--- config.mk ---
export PLATFORM = sky130hd
export DESIGN_NAME = pf2d_regs
export DESIGN_NICKNAME = d
export VERILOG_FILES = /design/src/rtl/peak_finder_2d_row_bisection_top_assert.svh /design/src/rtl/pf2d_pkg.sv /design/src/rtl/pf2d_regs.sv
export SDC_FILE = /design/constraint.sdc
export NUM_CORES = 1
export LEC_CHECK = 0
export BUFFER_PORTS_ARGS = -buffer_cell sky130_fd_sc_hd__buf_2
export CORE_ASPECT_RATIO = 1.1
export CORE_MARGIN = 1
export CORE_UTILIZATION = 40
export DETAILED_ROUTE_END_ITERATION = 6
export HOLD_SLACK_MARGIN = 0.05
export PLACE_DENSITY = 0.85
export SYNTH_ARGS = -nofsm -noshare
export SYNTH_HDL_FRONTEND = slang
export SYNTH_SLANG_ARGS = --single-unit
--- constraint.sdc ---
create_clock -name clk -period 1.4 [get_ports clk]
set_input_delay 0.07 -clock clk [delete_from_list [all_inputs] [get_ports clk]]
set_output_delay 0.07 -clock clk [all_outputs]
set_load 0.01 [all_outputs]
--- src/rtl/peak_finder_2d_row_bisection_top_assert.svh ---
// assertion macros for the 2d peak finder top level
// expects clk and rst_n in the scope of the including module
`ifndef PEAK_FINDER_2D_ROW_BISECTION_TOP_ASSERT_SVH
`define PEAK_FINDER_2D_ROW_BISECTION_TOP_ASSERT_SVH

// same-cycle implication, checked outside reset
`define PF2D_ASSERT_IMP(label, ante, cons) \
    label: assert property (@(posedge clk) disable iff (!rst_n) (ante) |-> (cons)) \
        else $error("pf2d same-cycle check failed");

// next-cycle implication, checked outside reset
`define PF2D_ASSERT_NXT(label, ante, cons) \
    label: assert property (@(posedge clk) disable iff (!rst_n) (ante) |=> (cons)) \
        else $error("pf2d next-cycle check failed");

`endif

--- src/rtl/pf2d_pkg.sv ---
// shared types and constants for the 2d peak finder
// no dependencies
`default_nettype none

package pf2d_pkg;

    localparam int CFG_W  = 7;
    localparam int DATA_W = 32;
    localparam int OUT_W  = 6;

    typedef enum logic [2:0] {
        ST_LOAD,
        ST_CHECK,
        ST_SCAN,
        ST_SCAN_END,
        ST_UP,
        ST_DN,
        ST_DECIDE,
        ST_FINISH
    } pf2d_state_t;

    // effective sizes and write strobe from the register block
    typedef struct packed {
        logic [CFG_W-1:0] rows;
        logic [CFG_W-1:0] cols;
        logic             wr;
    } pf2d_cfg_t;

    typedef struct packed {
        logic load_wr;
        logic set_mid;
        logic scan_issue;
        logic up_issue;
        logic dn_issue;
        logic up_capture;
        logic decide;
        logic set_fail;
        logic publish;
    } pf2d_cmd_t;

    typedef struct packed {
        logic load_last;
        logic range_empty;
        logic scan_last;
        logic is_peak;
        logic out_free;
    } pf2d_sts_t;

endpackage

`default_nettype wire

--- src/rtl/pf2d_regs.sv ---
// apb-style configuration registers: row and column counts
// depends on pf2d_pkg
`default_nettype none

module pf2d_regs
    import pf2d_pkg::*;
#(
    parameter int MAX_ROWS = 64,
    parameter int MAX_COLS = 64
) (
    input  logic        clk,
    input  logic        rst_n,
    input  logic        psel,
    input  logic        penable,
    input  logic        pwrite,
    input  logic [2:0]  paddr,
    input  logic [31:0] pwdata,
    output logic [31:0] prdata,
    output logic        pready,
    output pf2d_cfg_t   cfg
);

    localparam logic REG_ROW_COUNT = 1'b0;
    localparam logic REG_COL_COUNT = 1'b1;

    logic [CFG_W-1:0] row_count_reg;
    logic [CFG_W-1:0] col_count_reg;
    logic             wr_en;

    assign pready = 1'b1;
    assign wr_en  = psel && penable && pwrite && pready;

    always_ff @(posedge clk or negedge rst_n)
    begin
        if (!rst_n)
        begin
            row_count_reg <= CFG_W'(1);
            col_count_reg <= CFG_W'(1);
        end
        else if (wr_en)
        begin
            case (paddr[2])
                REG_ROW_COUNT: row_count_reg <= pwdata[CFG_W-1:0];
                REG_COL_COUNT: col_count_reg <= pwdata[CFG_W-1:0];
                default: ;
            endcase
        end
    end

    always_comb
    begin
        case (paddr[2])
            REG_ROW_COUNT: prdata = {{(32-CFG_W){1'b0}}, row_count_reg};
            REG_COL_COUNT: prdata = {{(32-CFG_W){1'b0}}, col_count_reg};
            default:       prdata = '0;
        endcase
    end

    // a zero count is used as one, anything above the array size is clamped
    always_comb
    begin
        if (row_count_reg == '0)
            cfg.rows = CFG_W'(1);
        else if (int'(row_count_reg) > MAX_ROWS)
            cfg.rows = CFG_W'(MAX_ROWS);
        else
            cfg.rows = row_count_reg;

        if (col_count_reg == '0)
            cfg.cols = CFG_W'(1);
        else if (int'(col_count_reg) > MAX_COLS)
            cfg.cols = CFG_W'(MAX_COLS);
        else
            cfg.cols = col_count_reg;

        cfg.wr = wr_en;
    end

endmodule

`default_nettype wire

==> impl_metrics.yaml <==
detailed_routing:
  met2_wirelength_um: 914
  drt_first_pass_iters: 2
  via_per_inst: 4.40
  wirelength_um: 1910
  vias: 704
  drt-wirelength-per-cell_um: 11.9
  drt_iter0_markers: 7
  drc_errors: 0
  wl_met3_um: 129
  m1WireLength_um: 842
  antenna_left: 0
  top_layer: "met4"
critical_path:
  endpoint_kind: "output pin"
  criticalPathCategory: "reg2out"
  start_kind: "flop"
  rrSetupSlack_ps: 380
  path_cells: "or3_4, o41ai_4, buf_2"
  critPathMaxStageDelay_ps: 420
  crit_buf_inv: 1
  cp.arrival_ps: 1520
  slowest_stage: "dfrtp_1"
  worst_ep_required_time_ps: 1330
  cp_top_family: "flip-flops"
  crit_fanout: 4
pwr:
  p_clk_share_pct: 19.2
  p_switching_mw: 0.524
  leakagePower_nw: 0.643
  p_sw_share_pct: 34.4
  p_per_area_nw_per_um2: 1240
  seqPwrFrac_pct: 40.4
  combPwrFrac_pct: 40.4
  p_int_mw: 1.00
  max-vdd-ir-drop_v: 0.000817
  power.total_mw: 1.52
hold_path:
  hp-class: "in2async"
placed_design:
  io_buffers: 34
  post-dp-hpwl_um: 1410
  place_area_um2: 1050
  post-place-ws_ps: 98.7
  gp_congestion: 0.723
  dp_cells: 145
floorplan:
  die_h_um: 53.5
  die_w_um: 48.9
  dieArea_um2: 2620
  rows: 18
  core_area_um2: 2270
  ios: 88
  initial_core_util_pct: 42.5
cts:
  numCtsBuffers: 3
  clockBufferDepth: 2
  htree_num_levels: 1
  root_buffer: "clkbuf_4"
  cts_tree: "yes"
  clock_latency_ps: 280
  clkTransAtPathRegs_ps: 80
  clkSinkCount: 14
sta:
  finalMaxSlewViolations: 0
  max_freq_mhz: 629
  grt_setup_unrepaired: "true"
  clock_skew_ps: 0
  fin_tns_setup_ps: -296
  timing.hold.ws_ps: 207
  fin_crit_ps: 1590
  setup_viol: 2
  period_share_pct: 114
  layout_setup_ws_ps: -190
  finalHoldViolCount: 0
logic_synthesis:
  ys_types: 14
  synth_xor_area_share_pct: 0
  synth_area_leaders: "dfrtp_1, mux2_2, buf_4, nor2b_1, dfstp_2"
  synth_top_area_share_pct: 31.1
  ys_warn_count: 0
  synth_mux_area_share_pct: 24.5
  synth_cells: 86
  synth_top_family_by_area: "multiplexers"
  yosysTopAreaCell: "dfrtp_1"
  synth-seq-cells: 14
  ys_seq_area_share_pct: 36.5
  synth_adder_area_share_pct: 0
  synth_compound_area_share_pct: 1.81
  yosys.area_share.simple_pct: 13.5
  avgSynthCellArea_um2: 11.2
  syn_area_um2: 966
finish:
  stdcell_count: 160
  area_growth_syn_to_layout_pct: 27.5
  final_area_um2: 1230
  n_antenna_cell: 0
  final_util_pct: 54.1
  final_cell_mix: "buf_2, conb_1, mux2_2, dfrtp_1, nor2b_1"
  final_nets: 171
  fillers: 198
  final_common_cell: "buf_2"
  seqCellArea_um2: 353
  multi_input_area_um2: 518
  drive_gt1_share_pct: 54.6
global_route:
  grt_pass1_wl_um: 2930
  grt_max_degree: 15
  grt_pass1_vias: 636
  track_usage_pct: 15.3
  grt-ovfl-total: 0
  antenna_found_initial: 0
run_status:
  status: "finished with violations"
  violations: "negative setup slack"
job:
  drv_cap: 0
[path summary, 6_finish.rpt]
kind | to | from | cells past startpoint
max | cfg[8] | row_count_reg[1]$_DFFE_PN0P_ | 3
min | row_count_reg[5]$_DFFE_PN0P_ | rst_n | 2
max reg2reg | col_count_reg[1]$_DFFE_PN0P_ | col_count_reg[1]$_DFFE_PN0P_ | 3
min reg2reg | row_count_reg[5]$_DFFE_PN0P_ | row_count_reg[5]$_DFFE_PN0P_ | 1
max in group asynchronous | col_count_reg[0]$_DFFE_PN1P_ | rst_n | 2
min in group clk | row_count_reg[6]$_DFFE_PN0P_ | penable | 3
[cell type report]
type	count	area share, %
Tap cell	30	3.05
Timing Repair Buffer	46	23.3
Sequential cell	14	28.7
Multi-Input combinational cell	66	42.1
Clock buffer	4	2.95
[power by group through the flow]
stage                     Clock [mW]  Combinational, mW  Sequential (mW)
final                          0.292              0.616            0.615
after global routing           0.317              0.665            0.629
after detailed placement           0              0.524            0.611
after CTS                      0.291              0.573            0.607
after global placement             0              0.514            0.601
after floorplan                    0              0.391            0.575
[metal layers]
metal | vias up | GRT usage (%)
li1 | 324 | -
met2 | 51 | 28.5
met3 | 2 | 1.69
met4 | 0 | 7.35
met1 | 327 | 18.0
met5 | - | 0
[repair_timing]
action,CTS,global route
gates resized for setup,3,3
buffers inserted,1,2
endpoints found under the setup margin,2,2
hold buffers,8,0
endpoints found under the hold margin,27,0
[synthesized netlist by cell type]
cell / count
and3_1: 1
buf_4: 27
buf_6: 1
clkbuf_1: 2
conb_1: 2
dfrtp_1: 12
dfstp_2: 2
mux2_2: 21
nand2b_1: 2
nand4_2: 1
nand4b_4: 1
nor2b_1: 10
o41ai_1: 2
or3_1: 2
[cell families after synthesis]
group	count (synthesis)
AOI/OAI and AO/OA	2
buffers and inverters	30
DFF	14
muxes	21
other	2
and+or+nand+nor	17
Power figures use the tool's default switching activity.
