<file path="src/rtl/peak_finder_2d_row_bisection_top_assert.svh">
// assertion macros for the 2d peak finder top level
// expects clk and rst_n in the scope of the including module
`ifndef PEAK_FINDER_2D_ROW_BISECTION_TOP_ASSERT_SVH
`define PEAK_FINDER_2D_ROW_BISECTION_TOP_ASSERT_SVH

// same-cycle implication, checked outside reset
`define PF2D_ASSERT_IMP(label, ante, cons) \
    label: assert property (@(posedge clk) disable iff (!rst_n) (ante) |-> (cons)) \
        else $error("pf2d same-cycle check failed");

// next-cycle implication, checked outside reset
`define PF2D_ASSERT_NXT(label, ante, cons) \
    label: assert property (@(posedge clk) disable iff (!rst_n) (ante) |=> (cons)) \
        else $error("pf2d next-cycle check failed");

`endif

</file>
<file path="src/rtl/pf2d_pkg.sv">
// shared types and constants for the 2d peak finder
// no dependencies
`default_nettype none

package pf2d_pkg;

    localparam int CFG_W  = 7;
    localparam int DATA_W = 32;
    localparam int OUT_W  = 6;

    typedef enum logic [2:0] {
        ST_LOAD,
        ST_CHECK,
        ST_SCAN,
        ST_SCAN_END,
        ST_UP,
        ST_DN,
        ST_DECIDE,
        ST_FINISH
    } pf2d_state_t;

    // effective sizes and write strobe from the register block
    typedef struct packed {
        logic [CFG_W-1:0] rows;
        logic [CFG_W-1:0] cols;
        logic             wr;
    } pf2d_cfg_t;

    typedef struct packed {
        logic load_wr;
        logic set_mid;
        logic scan_issue;
        logic up_issue;
        logic dn_issue;
        logic up_capture;
        logic decide;
        logic set_fail;
        logic publish;
    } pf2d_cmd_t;

    typedef struct packed {
        logic load_last;
        logic range_empty;
        logic scan_last;
        logic is_peak;
        logic out_free;
    } pf2d_sts_t;

endpackage

`default_nettype wire

</file>
<file path="src/rtl/pf2d_ctrl.sv">
// controller state machine: load, row bisection steps and result hand-off
// depends on pf2d_pkg
`default_nettype none

module pf2d_ctrl
    import pf2d_pkg::*;
(
    input  logic      clk,
    input  logic      rst_n,
    input  logic      in_valid,
    output logic      in_stall,
    input  pf2d_sts_t sts,
    output pf2d_cmd_t cmd
);

    pf2d_state_t state_reg;
    pf2d_state_t state_next;

    always_ff @(posedge clk or negedge rst_n)
    begin
        if (!rst_n)
            state_reg <= ST_LOAD;
        else
            state_reg <= state_next;
    end

    always_comb
    begin
        state_next = state_reg;
        cmd        = '0;
        in_stall   = 1'b1;
        case (state_reg)
            ST_LOAD:
            begin
                in_stall    = 1'b0;
                cmd.load_wr = in_valid;
                if (in_valid && sts.load_last)
                    state_next = ST_CHECK;
            end
            ST_CHECK:
            begin
                if (sts.range_empty)
                begin
                    cmd.set_fail = 1'b1;
                    state_next   = ST_FINISH;
                end
                else
                begin
                    cmd.set_mid = 1'b1;
                    state_next  = ST_SCAN;
                end
            end
            ST_SCAN:
            begin
                cmd.scan_issue = 1'b1;
                if (sts.scan_last)
                    state_next = ST_SCAN_END;
            end
            // last element of the row is compared here
            ST_SCAN_END:
            begin
                state_next = ST_UP;
            end
            ST_UP:
            begin
                cmd.up_issue = 1'b1;
                state_next   = ST_DN;
            end
            ST_DN:
            begin
                cmd.dn_issue   = 1'b1;
                cmd.up_capture = 1'b1;
                state_next     = ST_DECIDE;
            end
            ST_DECIDE:
            begin
                cmd.decide = 1'b1;
                if (sts.is_peak)
                    state_next = ST_FINISH;
                else
                    state_next = ST_CHECK;
            end
            ST_FINISH:
            begin
                if (sts.out_free)
                begin
                    cmd.publish = 1'b1;
                    state_next  = ST_LOAD;
                end
            end
            default:
            begin
                state_next = ST_LOAD;
            end
        endcase
    end

endmodule

`default_nettype wire

</file>
<file path="config.mk">
export PLATFORM = sky130hd
export DESIGN_NAME = pf2d_ctrl
export DESIGN_NICKNAME = d
export VERILOG_FILES = /design/src/rtl/peak_finder_2d_row_bisection_top_assert.svh /design/src/rtl/pf2d_pkg.sv /design/src/rtl/pf2d_ctrl.sv
export SDC_FILE = /design/constraint.sdc
export NUM_CORES = 1
export LEC_CHECK = 0
export BUFFER_PORTS_ARGS = -buffer_cell sky130_fd_sc_hd__buf_4
export CORE_AREA = 5 5 42 44
export DETAILED_ROUTE_END_ITERATION = 8
export DIE_AREA = 0 0 47 49
export GPL_ROUTABILITY_DRIVEN = 0
export PLACE_DENSITY_LB_ADDON = 0.25
export SLEW_MARGIN = 20
export SYNTH_ARGS = -nofsm -noshare
export SYNTH_HDL_FRONTEND = slang
export SYNTH_SLANG_ARGS = --single-unit
</file>
<file path="constraint.sdc">
create_clock -name clk -period 1.3 [get_ports clk]
set_input_delay 0.26 -clock clk [delete_from_list [all_inputs] [get_ports clk]]
set_output_delay 0.26 -clock clk [all_outputs]
set_load 0.02 [all_outputs]
</file>
==> impl_metrics.tcl <==
set metrics [dict create \
    drv_slew 0 \
    p_comb_share_pct 74.3 \
    wl_met3_um 42 \
    hp-class "in -> reg" \
    crit_fanout 2 \
    cts.sink_count 3 \
    post-place-ws_ps 52.34 \
    antenna_found_initial 0 \
    holdWs_ps 321.2 \
    hpwl_um 570.3 \
    hold_violations 0 \
    syn_inst 34 \
    dr.pass1.iters 1 \
    die_area_sq_um 2303 \
    core_area_sq_um 1401 \
    clk_latency_ps 240 \
    wl_met1_um 334 \
    start_util_pct 19.11 \
    power_mw 1.376 \
    die_x_um 47 \
    grt_max_degree 13 \
    syn_area_per_cell_sq_um 7.875 \
    clk_path_buf_depth 2 \
    fin_ws_ps -185.8 \
    nNetsFinal 68 \
    p_seq_share_pct 13.5 \
    dr_total_vias 336 \
    post-route-util_pct 40.09 \
    cap_violations 0 \
    p_int_mw 0.7860 \
    cp-end-kind "output port" \
    num_rows 14 \
    routed.top_layer "met4" \
    fin_skew_ps 3.354 \
    vias_per_cell 4.480 \
    fin_cells 75 \
    syn-num-nets 42 \
    wl_per_cell_um 10.93 \
    tightestPinTransition_ps 170.2 \
    cts-root-buf "clkbuf_4" \
    overflow 0 \
    regArea_sq_um 75.07 \
    rsz0062_at_grt "true" \
    area_delta_synth_final_pct 109.8 \
    antenna_cells 0 \
    ant_nets 0 \
    syn_area_sq_um 267.8 \
    finalSetupViolations 10 \
    routed_wl_um 820 \
    yosys_warnings 0 \
    nFillCells 165 \
    layout_min_cycle_time_ps 1486 \
    worst_slew_margin_rel_pct 88.60 \
    port_buffers 17 \
    htreeDepth 1 \
    die_y_um 49 \
    grt_pass1_wl_um 1414 \
    yosys.cell_types.count 21 \
    timing.final.crit_share_pct 114.3 \
    ys_ff_latch 3 \
    drc 0 \
    ir_worst_vdd_v 0.0008943 \
    switching_share_pct 42.89 \
    cts_tree "done" \
    largest_reg_flops 3 \
    crit_required_ps 1040 \
    final_layout_size_suffix_gt1_share_pct 62.71 \
    synth_seq_area_share_pct 28.04 \
    clk_pin_slew_ps 40 \
    cts_buffers 3 \
    multi_input_area_sq_um 205.2 \
    power.density_nw_per_um2 2450 \
    cp_data_arrival_time_ps 1230 \
    crit_type "reg -> out" \
    cp-start-kind "register" \
    clkPwrFrac_pct 12.2 \
    grt.total_usage_pct 8.257 \
    fmax_mhz 673.0 \
    failed_checks "negative setup slack" \
    outcome "finished, violations left" \
    place_inst 67 \
    routed-wl-met2_um 427 \
    grt_pass1_vias 377 \
    power_switching_mw 0.5904 \
    drt-initial-drc-count 0 \
    p_leak_nw 0.2623 \
    ios 18 \
]
[through the flow]
step	instance area, sq um	TNS, ps
2_1_floorplan	284.0	-117.6
3_3_place_gp	432.9	0
3_5_place_dp	432.9	0
4_1_cts	538.0	-1272
5_1_grt	561.8	-1826
6_report	561.8	-1253
[area by class of cell]
class | instances | area share [%]
Clock buffer | 4 | 4.677
Inverter | 2 | 1.336
Multi-Input combinational cell | 25 | 36.53
Sequential cell | 3 | 13.36
Tap cell | 16 | 3.563
Timing Repair Buffer | 25 | 40.53
[cells in the final DEF (no fill, tap or decap), types with 2 or more instances in the layout]
master and instances:
buf_6 10, buf_4 14, nor3b_2 2, dfrtp_1 3, nor2_1 2, nor2_4 2, inv_1 2, nand2_1 2
a21oi_1 4, clkbuf_4 3
[cells in the mapped netlist]
cell / instances / area [sq um]
a21oi_1: 4 / 20.02
a31oi_1: 1 / 6.260
and3b_1: 1 / 8.760
and4bb_4: 1 / 16.27
buf_2: 2 / 10.01
buf_4: 1 / 7.510
buf_6: 1 / 11.26
dfrtp_1: 3 / 75.07
inv_1: 2 / 7.510
nand2_1: 3 / 11.26
nand2b_1: 1 / 6.260
nand3_1: 1 / 5.000
nand3b_1: 1 / 7.510
nor2_1: 4 / 15.01
nor2_2: 1 / 6.260
nor3b_1: 2 / 15.01
nor4b_1: 1 / 8.760
o21a_1: 1 / 7.510
o21ai_0: 1 / 5.000
or3_1: 1 / 6.260
or3_4: 1 / 11.26
[worst max-delay path: stages, from the launching register on]
cell and delay [ps]:
dfrtp_1 380, or3_4 410, nor2_4 90, buf_6 110
[path summary, 6_finish.rpt]
kind / start / to / slack (ps) / cells after the start
hold / removal: sts[0] / state_reg[1] / 320 / 4
min in group asynchronous: rst_n / state_reg[1] / 350 / 2
setup / recovery: state_reg[1] / cmd[8] / -190 / 3
setup reg to reg: state_reg[0] / state_reg[0] / 50 / 3
hold reg to reg: state_reg[1] / state_reg[2] / 640 / 2
max in group asynchronous: rst_n / state_reg[0] / 850 / 2
[per-layer routing]
metal | GRT usage [%] | vias up
met5 | 0 | -
met4 | 5.530 | 0
met3 | 1.107 | 2
met2 | 13.57 | 11
met1 | 9.292 | 155
li1 | - | 168
[power groups by stage]
stage	logic, mW	registers (mW)	clock network [mW]
final	1.02	0.185	0.169
after global placement	0.768	0.180	0
after detailed placement	0.765	0.180	0
after CTS	0.961	0.185	0.171
after global routing	1.12	0.197	0.185
after floorplan	0.518	0.180	0
[cell families (layout without fill, tap and decap cells)]
kind of cell	Yosys count	count (layout)	share of synthesized area, %
flops	3	3	28.04
compound gates	7	7	14.49
simple gates	18	18	43.93
buf+inv	6	31	13.55
[what timing repair did]
action | in CTS | in global routing
setup buffers | 3 | 1
hold buffers | 1 | 0
endpoints found under the hold margin | 3 | 0
endpoints found under the setup margin | 10 | 11
resized for setup | 13 | 6
pin swaps | 1 | 3
(Power assumes the default switching activity.)
